[config.mk]
export PLATFORM = sky130hd
export DESIGN_NAME = restart_interval_schedule_top_flat
export DESIGN_NICKNAME = d
export VERILOG_FILES = /design/src/hw/rtl/ris_pkg.sv /design/src/hw/rtl/ris_in_if.sv /design/src/hw/rtl/ris_out_if.sv /design/src/hw/rtl/restart_interval_schedule_top.sv /design/src/hw/rtl/ris_serial_mul.sv /design/src/flat_wrapper.sv
export VERILOG_INCLUDE_DIRS = /design/src /design/src/hw/rtl
export SDC_FILE = /design/constraint.sdc
export NUM_CORES = 1
export LEC_CHECK = 0
export ABC_CLOCK_PERIOD_IN_PS = 5600
export BUFFER_PORTS_ARGS = -buffer_cell sky130_fd_sc_hd__buf_4
export CORE_MARGIN = 1
export CORE_UTILIZATION = 40
export DETAILED_ROUTE_END_ITERATION = 16
export PLACE_DENSITY_LB_ADDON = 0.25
export SLEW_MARGIN = 10
export SYNTH_ARGS = -nofsm -noshare
export SYNTH_HDL_FRONTEND = slang
export SYNTH_SLANG_ARGS = --single-unit
[constraint.sdc]
create_clock -name clk_i -period 5.6 [get_ports clk_i]
set_input_delay 1.12 -clock clk_i [delete_from_list [all_inputs] [get_ports clk_i]]
set_output_delay 1.12 -clock clk_i [all_outputs]
set_load 0.01 [all_outputs]
[src/hw/rtl/restart_interval_schedule_top_macros.svh]
// Assertion macros for the restart interval schedule block.
// Include from any module that has clk_i and rst_ni in scope.
`ifndef RESTART_INTERVAL_SCHEDULE_TOP_MACROS_SVH
`define RESTART_INTERVAL_SCHEDULE_TOP_MACROS_SVH

// Check a property on every clock edge outside reset.
`define RIS_ASSERT(lbl, prop, msg) \
  lbl: assert property (@(posedge clk_i) disable iff (!rst_ni) (prop)) else $error(msg);

// Check that a condition is followed by another one in the next cycle.
`define RIS_ASSERT_NEXT(lbl, pre, post, msg) \
  lbl: assert property (@(posedge clk_i) disable iff (!rst_ni) (pre) |=> (post)) \
    else $error(msg);

`endif

[src/hw/rtl/ris_pkg.sv]
// Shared types, constants and helpers for the restart interval schedule block.
// No dependencies; the interfaces, the top and the multiplier refer to it by scoped names.
package ris_pkg;

  // Field and register widths
  localparam int ITER_FIELD_W = 31;
  localparam int ITER_WIDTH_DEF = 31;
  localparam int OUT_W = 31;
  localparam int CFG_W = 16;
  localparam int CFG_IDX_W = 2;
  localparam int MODE_W = 2;

  // Serial multiplier geometry
  localparam int MUL_W = 48;
  localparam int DIG_W = 4;
  localparam int MUL_DIGITS = MUL_W / DIG_W;
  localparam int MUL_CNT_W = $clog2(MUL_DIGITS + 1);
  localparam int PROD_W = 2 * MUL_W;
  localparam int RES_W = 48;
  localparam int QSHIFT = 16;

  // Fixed-point constants
  localparam logic [MUL_W-1:0] Q_ONE = 48'h0000_0001_0000;
  localparam logic [MUL_W-1:0] Q_CAP = 48'h8000_0000_0000;
  localparam logic [OUT_W-1:0] OUT_MAX = 31'h7FFF_FFFF;

  // Register indexes
  localparam logic [CFG_IDX_W-1:0] CFG_MODE = 2'd0;
  localparam logic [CFG_IDX_W-1:0] CFG_BASE = 2'd1;
  localparam logic [CFG_IDX_W-1:0] CFG_GROWTH = 2'd2;

  // Register reset values
  localparam logic [CFG_W-1:0] BASE_RST = 16'd100;
  localparam logic [CFG_W-1:0] GROWTH_RST = 16'd384;

  typedef enum logic [MODE_W-1:0] {
    MODE_CONST  = 2'd0,
    MODE_LINEAR = 2'd1,
    MODE_GEO    = 2'd2,
    MODE_LUBY   = 2'd3
  } mode_e;

  typedef enum logic [2:0] {
    ST_IDLE,
    ST_LUBY,
    ST_GEO_CHK,
    ST_GEO_ACC,
    ST_GEO_SHIFT,
    ST_GEO_SQ,
    ST_SCALE,
    ST_EMIT
  } state_e;

  // Request to the serial multiplier
  typedef struct packed {
    logic             start;
    logic [MUL_W-1:0] a;
    logic [MUL_W-1:0] b;
  } mul_req_t;

  // Status from the serial multiplier
  typedef struct packed {
    logic              busy;
    logic              done;
    logic [PROD_W-1:0] product;
  } mul_rsp_t;

  // Drop the Q16 fraction of a product and clamp at Q_CAP, in the Q32.16 format
  function automatic logic [MUL_W-1:0] q_cap(input logic [PROD_W-1:0] p);
    logic over;
    over = (|p[PROD_W-1:MUL_W+QSHIFT]) || (p[MUL_W+QSHIFT-1:QSHIFT] > Q_CAP);
    return over ? Q_CAP : p[MUL_W+QSHIFT-1:QSHIFT];
  endfunction

endpackage

[src/hw/rtl/ris_in_if.sv]
// Input channel of the restart interval schedule block: one restart number per item.
// Depends on ris_pkg for the field width.
interface ris_in_if;
  logic                              valid;
  logic                              ready;
  logic [ris_pkg::ITER_FIELD_W-1:0]  iteration;

  modport source (output valid, output iteration, input ready);
  modport sink (input valid, input iteration, output ready);
endinterface

[src/hw/rtl/ris_out_if.sv]
// Output channel of the restart interval schedule block: one budget per item.
// Depends on ris_pkg for the field width.
interface ris_out_if;
  logic                       valid;
  logic                       ready;
  logic [ris_pkg::OUT_W-1:0]  interval;
  logic                       saturated;

  modport source (output valid, output interval, output saturated, input ready);
  modport sink (input valid, input interval, input saturated, output ready);
endinterface

[src/hw/rtl/restart_interval_schedule_top.sv]
// Restart interval schedule: one item in, one budget out, one item at a time.
// Constant mode passes the base straight to the output; linear and Luby modes take one product
// by the base, Luby after a scan of the restart number; geometric mode takes up to two products
// per exponent bit, then one by the base, on the 4-bit digit-serial multiplier; the input is
// ready again in the cycle the result enters the output register, where the result waits.
// Reset (async, active low) clears control state and loads mode Luby, base 100, factor 1.5.
module restart_interval_schedule_top #(
  parameter int ITER_WIDTH = ris_pkg::ITER_WIDTH_DEF
) (
  input  logic                            clk_i,
  input  logic                            rst_ni,
  input  logic                            cfg_we_i,
  input  logic [ris_pkg::CFG_IDX_W-1:0]   cfg_idx_i,
  input  logic [ris_pkg::CFG_W-1:0]       cfg_data_i,
  ris_in_if.sink                          in_i,
  ris_out_if.source                       out_o
);

  `include "restart_interval_schedule_top_macros.svh"

  // Configuration registers
  ris_pkg::mode_e               mode_q;
  logic [ris_pkg::CFG_W-1:0]    base_q;
  logic [ris_pkg::CFG_W-1:0]    growth_q;

  // Sequencer and datapath registers
  ris_pkg::state_e              state_q, state_d;
  logic [ITER_WIDTH-1:0]        v_q, v_d;
  logic [ITER_WIDTH-1:0]        h_q, h_d;
  logic [ris_pkg::MUL_W-1:0]    acc_q, acc_d;
  logic [ris_pkg::MUL_W-1:0]    sq_q, sq_d;
  logic [ris_pkg::RES_W-1:0]    res_q, res_d;
  logic                         geo_q, geo_d;

  // Output register
  logic                         out_valid_q, out_valid_d;
  logic [ris_pkg::OUT_W-1:0]    interval_q, interval_d;
  logic                         sat_q, sat_d;

  logic                         in_ready;
  logic [ITER_WIDTH-1:0]        it_raw;
  logic [ITER_WIDTH-1:0]        it_fix;
  logic [ITER_WIDTH-1:0]        vp1;
  logic [ITER_WIDTH-1:0]        term;
  logic [ris_pkg::MUL_W-1:0]    base_ext;
  logic                         res_sat;

  ris_pkg::mul_req_t            mul_req;
  ris_pkg::mul_rsp_t            mul_rsp;

  ris_serial_mul u_mul (
    .clk_i  (clk_i),
    .rst_ni (rst_ni),
    .req_i  (mul_req),
    .rsp_o  (mul_rsp)
  );

  // Restart number zero counts as restart one
  assign it_raw = in_i.iteration[ITER_WIDTH-1:0];
  assign it_fix = (it_raw == '0) ? ITER_WIDTH'(1) : it_raw;

  // Luby helpers: all-ones test and the term (v+1)/2 for odd v
  assign vp1 = v_q + ITER_WIDTH'(1);
  assign term = (v_q >> 1) + ITER_WIDTH'(1);

  assign base_ext = {{(ris_pkg::MUL_W - ris_pkg::CFG_W){1'b0}}, base_q};
  assign res_sat = |res_q[ris_pkg::RES_W-1:ris_pkg::OUT_W];

  // Write configuration registers; indexes beyond the list are dropped
  always_ff @(posedge clk_i or negedge rst_ni) begin
    if (!rst_ni) begin
      mode_q <= ris_pkg::MODE_LUBY;
      base_q <= ris_pkg::BASE_RST;
      growth_q <= ris_pkg::GROWTH_RST;
    end else if (cfg_we_i) begin
      unique case (cfg_idx_i)
        ris_pkg::CFG_MODE:   mode_q <= ris_pkg::mode_e'(cfg_data_i[ris_pkg::MODE_W-1:0]);
        ris_pkg::CFG_BASE:   base_q <= cfg_data_i;
        ris_pkg::CFG_GROWTH: growth_q <= cfg_data_i;
        default: begin
        end
      endcase
    end
  end

  // Sequence one item through the schedule term and the final scaling
  always_comb begin
    state_d = state_q;
    v_d = v_q;
    h_d = h_q;
    acc_d = acc_q;
    sq_d = sq_q;
    res_d = res_q;
    geo_d = geo_q;
    out_valid_d = out_valid_q;
    interval_d = interval_q;
    sat_d = sat_q;
    mul_req = '0;
    in_ready = 1'b0;

    // Drop the result once it is taken
    if (out_valid_q && out_o.ready) begin
      out_valid_d = 1'b0;
    end

    unique case (state_q)
      ris_pkg::ST_IDLE: begin
        in_ready = 1'b1;
        if (in_i.valid) begin
          geo_d = 1'b0;
          unique case (mode_q)
            ris_pkg::MODE_CONST: begin
              res_d = {{(ris_pkg::RES_W - ris_pkg::CFG_W){1'b0}}, base_q};
              state_d = ris_pkg::ST_EMIT;
            end
            ris_pkg::MODE_LINEAR: begin
              mul_req.start = 1'b1;
              mul_req.a = {{(ris_pkg::MUL_W - ITER_WIDTH){1'b0}}, it_fix};
              mul_req.b = base_ext;
              state_d = ris_pkg::ST_SCALE;
            end
            ris_pkg::MODE_GEO: begin
              v_d = it_fix - ITER_WIDTH'(1);
              acc_d = ris_pkg::Q_ONE;
              sq_d = {{(ris_pkg::MUL_W - ris_pkg::CFG_W - 8){1'b0}}, growth_q, 8'h00};
              state_d = ris_pkg::ST_GEO_CHK;
            end
            ris_pkg::MODE_LUBY: begin
              v_d = it_fix;
              h_d = {1'b1, {(ITER_WIDTH - 1){1'b0}}};
              state_d = ris_pkg::ST_LUBY;
            end
            default: begin
            end
          endcase
        end
      end

      // Strip the top bit and add one until v is all ones; h walks down to it
      ris_pkg::ST_LUBY: begin
        if ((vp1 & v_q) == '0) begin
          mul_req.start = 1'b1;
          mul_req.a = {{(ris_pkg::MUL_W - ITER_WIDTH){1'b0}}, term};
          mul_req.b = base_ext;
          state_d = ris_pkg::ST_SCALE;
        end else begin
          if ((v_q & h_q) != '0) begin
            v_d = v_q - h_q + ITER_WIDTH'(1);
          end
          h_d = h_q >> 1;
        end
      end

      // Square-and-multiply over the exponent, low bit first
      ris_pkg::ST_GEO_CHK: begin
        mul_req.start = (v_q == '0) || v_q[0];
        if (v_q == '0) begin
          mul_req.a = acc_q;
          mul_req.b = base_ext;
          geo_d = 1'b1;
          state_d = ris_pkg::ST_SCALE;
        end else if (v_q[0]) begin
          mul_req.a = acc_q;
          mul_req.b = sq_q;
          state_d = ris_pkg::ST_GEO_ACC;
        end else begin
          state_d = ris_pkg::ST_GEO_SHIFT;
        end
      end

      ris_pkg::ST_GEO_ACC: begin
        if (mul_rsp.done) begin
          acc_d = ris_pkg::q_cap(mul_rsp.product);
          state_d = ris_pkg::ST_GEO_SHIFT;
        end
      end

      ris_pkg::ST_GEO_SHIFT: begin
        v_d = v_q >> 1;
        if ((v_q >> 1) != '0) begin
          mul_req.start = 1'b1;
          mul_req.a = sq_q;
          mul_req.b = sq_q;
          state_d = ris_pkg::ST_GEO_SQ;
        end else begin
          state_d = ris_pkg::ST_GEO_CHK;
        end
      end

      ris_pkg::ST_GEO_SQ: begin
        if (mul_rsp.done) begin
          sq_d = ris_pkg::q_cap(mul_rsp.product);
          state_d = ris_pkg::ST_GEO_CHK;
        end
      end

      // Scale by the base; the geometric power still carries its Q16 fraction
      ris_pkg::ST_SCALE: begin
        if (mul_rsp.done) begin
          res_d = geo_q ? mul_rsp.product[ris_pkg::RES_W+ris_pkg::QSHIFT-1:ris_pkg::QSHIFT]
                        : mul_rsp.product[ris_pkg::RES_W-1:0];
          state_d = ris_pkg::ST_EMIT;
        end
      end

      // Hand the clamped result to the output register once it is free
      ris_pkg::ST_EMIT: begin
        if (!out_valid_q || out_o.ready) begin
          out_valid_d = 1'b1;
          sat_d = res_sat;
          interval_d = res_sat ? ris_pkg::OUT_MAX : res_q[ris_pkg::OUT_W-1:0];
          state_d = ris_pkg::ST_IDLE;
        end
      end

      default: begin
        state_d = ris_pkg::ST_IDLE;
      end
    endcase
  end

  always_ff @(posedge clk_i or negedge rst_ni) begin
    if (!rst_ni) begin
      state_q <= ris_pkg::ST_IDLE;
      out_valid_q <= 1'b0;
    end else begin
      state_q <= state_d;
      out_valid_q <= out_valid_d;
    end
  end

  always_ff @(posedge clk_i) begin
    v_q <= v_d;
    h_q <= h_d;
    acc_q <= acc_d;
    sq_q <= sq_d;
    res_q <= res_d;
    geo_q <= geo_d;
    interval_q <= interval_d;
    sat_q <= sat_d;
  end

  assign in_i.ready = in_ready;
  assign out_o.valid = out_valid_q;
  assign out_o.interval = interval_q;
  assign out_o.saturated = sat_q;

  // Accepting an item leaves idle, so a second item cannot slip in behind it
  `RIS_ASSERT_NEXT(a_accept_leaves_idle, in_i.valid && in_i.ready, !in_i.ready,
                   "input still ready right after an item was accepted")
  // The multiplier is never running while the block waits for an item
  `RIS_ASSERT(a_idle_mul_quiet, in_i.ready |-> !mul_rsp.busy,
              "multiplier busy while the block is idle")
  // A product only completes in a state that consumes it
  `RIS_ASSERT(a_done_consumed, mul_rsp.done |-> (state_q == ris_pkg::ST_GEO_ACC ||
              state_q == ris_pkg::ST_GEO_SQ || state_q == ris_pkg::ST_SCALE),
              "multiplier finished with nobody waiting for the product")

endmodule

[src/hw/rtl/ris_serial_mul.sv]
// Digit-serial unsigned multiplier, 48 x 48 bits, one 4-bit digit of b per cycle.
// Depends on ris_pkg for widths and the request and status structs.
module ris_serial_mul (
  input  logic              clk_i,
  input  logic              rst_ni,
  input  ris_pkg::mul_req_t req_i,
  output ris_pkg::mul_rsp_t rsp_o
);

  logic [ris_pkg::MUL_W-1:0]         a_q, a_d;
  logic [ris_pkg::MUL_W-1:0]         b_q, b_d;
  logic [ris_pkg::PROD_W-1:0]        p_q, p_d;
  logic [ris_pkg::MUL_CNT_W-1:0]     cnt_q, cnt_d;
  logic                              done_q, done_d;

  logic                                   running;
  logic [ris_pkg::MUL_W+ris_pkg::DIG_W-1:0] partial;
  logic [ris_pkg::MUL_W+ris_pkg::DIG_W:0]   sum;
  logic [ris_pkg::PROD_W:0]                 wide;

  assign running = (cnt_q != '0);

  // Add one digit's partial product into the upper half, then shift right a digit
  always_comb begin
    partial = a_q * b_q[ris_pkg::DIG_W-1:0];
    sum = (ris_pkg::MUL_W + ris_pkg::DIG_W + 1)'(p_q[ris_pkg::PROD_W-1:ris_pkg::MUL_W])
        + (ris_pkg::MUL_W + ris_pkg::DIG_W + 1)'(partial);
    wide = {sum, p_q[ris_pkg::MUL_W-1:ris_pkg::DIG_W]};
  end

  // Load on start, advance one digit per cycle while running
  always_comb begin
    a_d = a_q;
    b_d = b_q;
    p_d = p_q;
    cnt_d = cnt_q;
    done_d = running && (cnt_q == ris_pkg::MUL_CNT_W'(1));
    if (req_i.start) begin
      a_d = req_i.a;
      b_d = req_i.b;
      p_d = '0;
      cnt_d = ris_pkg::MUL_CNT_W'(ris_pkg::MUL_DIGITS);
    end else if (running) begin
      b_d = b_q >> ris_pkg::DIG_W;
      p_d = wide[ris_pkg::PROD_W-1:0];
      cnt_d = cnt_q - ris_pkg::MUL_CNT_W'(1);
    end
  end

  always_ff @(posedge clk_i or negedge rst_ni) begin
    if (!rst_ni) begin
      cnt_q <= '0;
      done_q <= 1'b0;
    end else begin
      cnt_q <= cnt_d;
      done_q <= done_d;
    end
  end

  always_ff @(posedge clk_i) begin
    a_q <= a_d;
    b_q <= b_d;
    p_q <= p_d;
  end

  assign rsp_o.busy = running;
  assign rsp_o.done = done_q;
  assign rsp_o.product = p_q;

endmodule
[src/flat_wrapper.sv]
// flat-port wrapper written by rule: the top's interface ports become plain ports
module restart_interval_schedule_top_flat 
#(
  parameter int ITER_WIDTH = ris_pkg::ITER_WIDTH_DEF
)
  (clk_i, rst_ni, cfg_we_i, cfg_idx_i, cfg_data_i, in_i_valid, in_i_iteration, in_i_ready, out_o_valid, out_o_interval, out_o_saturated, out_o_ready);
  ris_in_if in_i_i ();
  ris_out_if out_o_i ();
  input  logic clk_i;
  input  logic rst_ni;
  input  logic cfg_we_i;
  input  logic [ris_pkg::CFG_IDX_W-1:0] cfg_idx_i;
  input  logic [ris_pkg::CFG_W-1:0] cfg_data_i;
  input wire logic [$bits(in_i_i.valid)-1:0] in_i_valid;
  input wire logic [$bits(in_i_i.iteration)-1:0] in_i_iteration;
  output wire logic [$bits(in_i_i.ready)-1:0] in_i_ready;
  output wire logic [$bits(out_o_i.valid)-1:0] out_o_valid;
  output wire logic [$bits(out_o_i.interval)-1:0] out_o_interval;
  output wire logic [$bits(out_o_i.saturated)-1:0] out_o_saturated;
  input wire logic [$bits(out_o_i.ready)-1:0] out_o_ready;
  assign in_i_i.valid = in_i_valid;
  assign in_i_i.iteration = in_i_iteration;
  assign in_i_ready = in_i_i.ready;
  assign out_o_valid = out_o_i.valid;
  assign out_o_interval = out_o_i.interval;
  assign out_o_saturated = out_o_i.saturated;
  assign out_o_i.ready = out_o_ready;
  restart_interval_schedule_top #(.ITER_WIDTH(ITER_WIDTH)) u_core (.clk_i(clk_i), .rst_ni(rst_ni), .cfg_we_i(cfg_we_i), .cfg_idx_i(cfg_idx_i), .cfg_data_i(cfg_data_i), .in_i(in_i_i), .out_o(out_o_i));
endmodule
======== Word level (Yosys, flattened, before mapping) ========
Index checks and enable logic that the tools add are counted.
cells by class
  $add $sub $neg .......................... 7
  multipliers ............................. 1
  $lt $le $gt $ge ......................... 1
  equal/unequal tests ..................... 26
  multiplexer cells ....................... 52
  bitwise logic cells ..................... 2
  reductions and logical operators ........ 35
operators by type and width
  kind                   count
  $mux 48                12
  $mux 97                4
  $pmux 97 s4            1
  $pmux 48 s2            3
  $mux 31                7
  $mux 96                2
  $pmux 31 s2            2
  $logic_not 31->1       3
  $pmux 31 s3            1
  $add 31x1->31 const B  2
  $and 31x31->31         2
  $reduce_bool 31->1     2
  $add 48x52->52         1
  $mul 48x4->52          1
  $gt 48x48->1 const B   1
  $reduce_or 32->1       1
  $add 30x1->31 const B  1
  $sub 31x1->31 const B  1
  $sub 31x31->31         1
  $mux 3                 9
  $pmux 3 s8             1
  $reduce_or 17->1       1
  $ne 2x2->1 const B     8
  $reduce_and 4->1       4
  25 further kinds       53
word-level totals
  bits in registers ....................... 474
  logic and storage cells ................. 142

======== Depth between registers and ports, before layout ========
  word-level depth ........................ 6
  gate-level depth with buffers ........... 20

======== Cells and area by module ========
From an unflattened synthesis, not the netlist that was laid out.
unflattened totals
  cell total of the unflattened synthesis .. 3096
  area, all modules ....................... 31413.9 µm²
by module, submodules not included
  module                         instances  cells an instance  area an instance (µm²)
  restart_interval_schedule_top  1          1555               16559.6
  ris_serial_mul                 1          1541               14854.2

======== Least setup slack after synthesis ========
No wires, ideal clock.
  kind .................................... input to register
  from .................................... input in_i_valid
  to ...................................... register u_core.res_q[0] in the netlist's numbering, enable pin
  setup time .............................. 526 ps
  arrival ................................. 4738 ps
  required time ........................... 5074 ps
  slack ................................... 336 ps
  stages on the path ...................... 2
  path through ............................ a21oi_1 > a211oi_1
between the ends
  longest elaborated chain between the ends .. 2
ends and longest elaborated chain
  item                               RTL line                              source
  from (decl)                        flat_wrapper.sv:14                    input wire logic [$bits(in_i_i.valid)-1:0] in_i_valid;
  $ne 2x2->1 (no source line)        --
  $reduce_and 4->1 (no source line)  --
  to (signal assigned)               restart_interval_schedule_top.sv:237  res_q <= res_d;
  to (decl)                          restart_interval_schedule_top.sv:32   logic [ris_pkg::RES_W-1:0] res_q, res_d;
No other way between the ends.
A chain may end at the register's enable or synchronous reset.

======== Worst setup path after layout ========
  from .................................... register u_core.u_mul.b_q[2] in the netlist's numbering
  to ...................................... register u_core.u_mul.p_q[93] in the netlist's numbering
between the ends
  longest elaborated chain between the ends .. 2
ends and longest elaborated chain
  item                    RTL line              source
  from (decl)             ris_serial_mul.sv:11  logic [ris_pkg::MUL_W-1:0] b_q, b_d;
  from (signal assigned)  ris_serial_mul.sv:62  b_q <= b_d;
  $mul 48x4->52           ris_serial_mul.sv:25  partial = a_q * b_q[ris_pkg::DIG_W-1:0];
  $add 48x52->52          ris_serial_mul.sv:27  + (ris_pkg::MUL_W + ris_pkg::DIG_W + 1)'(partial);
  to (signal assigned)    ris_serial_mul.sv:63  p_q <= p_d;
  to (decl)               ris_serial_mul.sv:12  logic [ris_pkg::PROD_W-1:0] p_q, p_d;
No other way between the ends.

==> run summary <==
Layout fillers = 7295
DR vias = 23.28k
yosys warns = 0
clk buf depth = 3
Setup crit end = u_core.u_mul.p_q[93]
largest area contributor in the netlist = edfxtp_1
Max Slew Vio Count = 0
Worst R2R Start = u_core.u_mul.b_q[2]
FF+latch count, synth = 474
Critical Path Start Type = register
met2 usage = 0.3646
H-Tree Depth = 2
RR Endpoint = u_core.u_mul.p_q[93]
CTS Sinks = 474
initial antenna violation count = 2
fin nets = 3501
worst slew pin tran = 1.078 ns
Mapped Nets = 3465
Final Hold Viols = 0
status = completed
post-cts repair resize count = 0
min setup slack post-route = 0.3184 ns
Place WS = 0.1388 ns
Die Height = 280.6 um
I/O pins = 88
core footprint = 76330 um^2
flop2flop setup slack = 0.32 ns
worst skew pair latency = 0.65 ns
Peak Freq = 189.3 MHz
Seq/Total Area, Yosys = 0.4208
DRC Markers = 0
worst rel slew slack = 0.2811
FFs w/ async S/R, synth = 0.09072
Netlist cell types = 83
initial core utilization = 0.4068
Starting DRT DRC Count = 2017
clk slew on worst S/H paths = 0.06 ns
Clock Skew = 0.05272 ns
CTS tree = built
Post-synth EDFFs = 335
Avg Inst Size Synth = 9.987 um^2
first-pass GRT wire length = 138200 um
Routability Congestion = 0.9196
most frequent cells in the layout = 335 x edfxtp_1, 311 x nand2_1, 303 x inv_1
Final Setup Violations = 0
R2R cell count = 19
aggregate global routing overflow = 0
wire per inst = 21.18 um
routed wire length = 89400 um
Crit path arrival time = 5.76 ns
Hold Crit Class = reg -> reg
Routed Antenna Nets = 0
die area = 78740 um^2
largest net degree at the start of global routing = 78
via/cell ratio = 5.514
share of layout cells above drive strength 1 = 0.09715
met1 GRT Util = 0.3167
P&R area growth vs syn = 11.95%
CP Launch Point = u_core.u_mul.b_q[2]
vias in the first global route = 22.93k
commonest non-fill, non-tap cell in the layout = edfxtp_1
FP Rows = 101
Cells after Synth = 3109
CP Capture Type = register
port buffer count = 87
GR peak layer = met2
Die Span X = 280.6 um
Final min period = 5.282 ns
M3 GR Usage = 0.02740
top post-synthesis cells by area = edfxtp_1 32%, fa_1 9.0%, ha_1 6.5%
post-DP HPWL = 64950 um
total CTS buffers = 55
RSZ-0062 raised after global routing = no
Setup TNS = 0 ns
mapped cell area = 31050 um^2
critical path class = reg -> reg
critical path data required time = 6.08 ns
Max Cap Viol = 0
fin crit share = 0.9431
Top FF cell, synth = edfxtp_1
clock root cell = clkbuf_16
First-pass DRT Iterations = 8
Total GRT Usage = 0.2279
maximum fanout along the worst path = 25
Synth top area share = 0.3240
## state kept, by name, indices dropped and copies added (netlist names), 2 cells and up
name	count
u_core.out_o.interval	31
u_core.growth_q	16
u_core.res_q	48
u_core.base_q	16
u_core.u_mul.a_q	48
u_core.v_q	31
u_core.mode_q	2
u_core.u_mul.cnt_q	4
u_core.sq_q	48
u_core.u_mul.p_q	96
u_core.h_q	31
u_core.acc_q	48
u_core.u_mul.b_q	48
u_core.state_q	3
## how the worst min path moves through the flow
stage	slack [ns]	end	startpoint	depth (start not counted)
floorplan	0.43	u_core.u_mul.p_q[0]	u_core.u_mul.p_q[0]	2
finish	0.45	u_core.u_mul.p_q[2]	u_core.u_mul.p_q[2]	2
CTS	0.46	u_core.u_mul.p_q[2]	u_core.u_mul.p_q[2]	2
global placement	0.44	u_core.u_mul.p_q[2]	u_core.u_mul.p_q[2]	2
global route	0.49	u_core.u_mul.p_q[3]	u_core.u_mul.p_q[3]	2
detailed placement	0.44	u_core.u_mul.p_q[1]	u_core.u_mul.p_q[1]	2
## through the flow
stage,utilization,instance area (um^2),std cells,hold WS (ns)
final,0.4554,34760,4222,0.4513
after global routing,0.4554,34760,4221,0.4858
after CTS,0.4551,34740,4218,0.4581
after detailed placement,0.4302,32830,4115,0.4441
after global placement,0.4302,32830,4115,0.4391
after floorplan,-,31050,3109,0.4312
## cells in the mapped netlist (19+ instances only)
| cell type | number |
|---|---|
| a211oi_1 | 19 |
| a21o_1 | 43 |
| a21oi_1 | 184 |
| a222oi_1 | 49 |
| a22o_1 | 45 |
| a22oi_1 | 22 |
| and2_1 | 246 |
| and3_1 | 48 |
| clkbuf_1 | 142 |
| dfrtp_1 | 36 |
| dfxtp_1 | 96 |
| edfxtp_1 | 335 |
| fa_1 | 140 |
| ha_1 | 162 |
| inv_1 | 303 |
| mux2_2 | 32 |
| mux2i_1 | 52 |
| nand2_1 | 314 |
| nand2b_1 | 40 |
| nand3_1 | 46 |
| nand4_1 | 27 |
| nor2_1 | 168 |
| nor3_1 | 44 |
| nor4_1 | 42 |
| o21ai_0 | 127 |
| o21bai_1 | 20 |
| xnor2_1 | 75 |
| xor2_1 | 49 |
## critical path, cell delays in order, from the launching register on
cell      delay [ns]
edfxtp_1        0.33
buf_4           0.26
buf_4           0.30
and2_1          0.19
fa_1            0.45
fa_1            0.54
inv_1           0.05
fa_1            0.52
inv_1           0.04
ha_1            0.36
a21o_1          0.19
a21o_1          0.17
a21o_1          0.19
a211oi_1        0.32
o211ai_1        0.16
o21ai_0         0.34
nand2_1         0.17
a31oi_1         0.23
mux2i_1         0.21
o31ai_1         0.08
## logic make-up (layout without fill, tap and decap cells)
logic type               Yosys count  in the layout  share of synthesized area
other                              0              1                          0
flip-flops                       474            474                     0.4208
buffers and inverters            477            559                    0.06044
AO/OA/AOI/OAI                    621            621                     0.1327
AND/OR/NAND/NOR                 1027           1027                     0.1672
XOR/XNOR                         124            124                    0.03498
adder cells (fa/ha/maj)          302            302                     0.1555
multiplexers                      84             84                    0.02837
## area by class of cell
cell class                      instances  area, um^2  area share
Clock buffer                           70        1558     0.04481
Antenna cell                            1       2.502  0.00007199
Tap cell                             1030        1289     0.03707
Multi-Input combinational cell       2158       16200      0.4659
Sequential cell                       474       13070      0.3759
Inverter                              305        1147     0.03301
Clock inverter                         33       344.1    0.009899
Timing Repair Buffer                  151        1159     0.03333
## metal layers
layer / part of all wire / wire length, um / vias up
li1: - / - / 10940
met1: 0.45 / 40600 / 11390
met2: 0.45 / 40570 / 779
met3: 0.057 / 5093 / 167
met4: 0.035 / 3126 / 2
met5: 0.00015 / 13 / -
## what timing repair did
action                                  in CTS  in global routing
endpoints found under the setup margin       0                 11
hold buffers                                 0                  0
buffers inserted                             0                  3
Power is not shown: default switching activity piles up to over one toggle a cycle in this logic, so the estimate is an artifact.
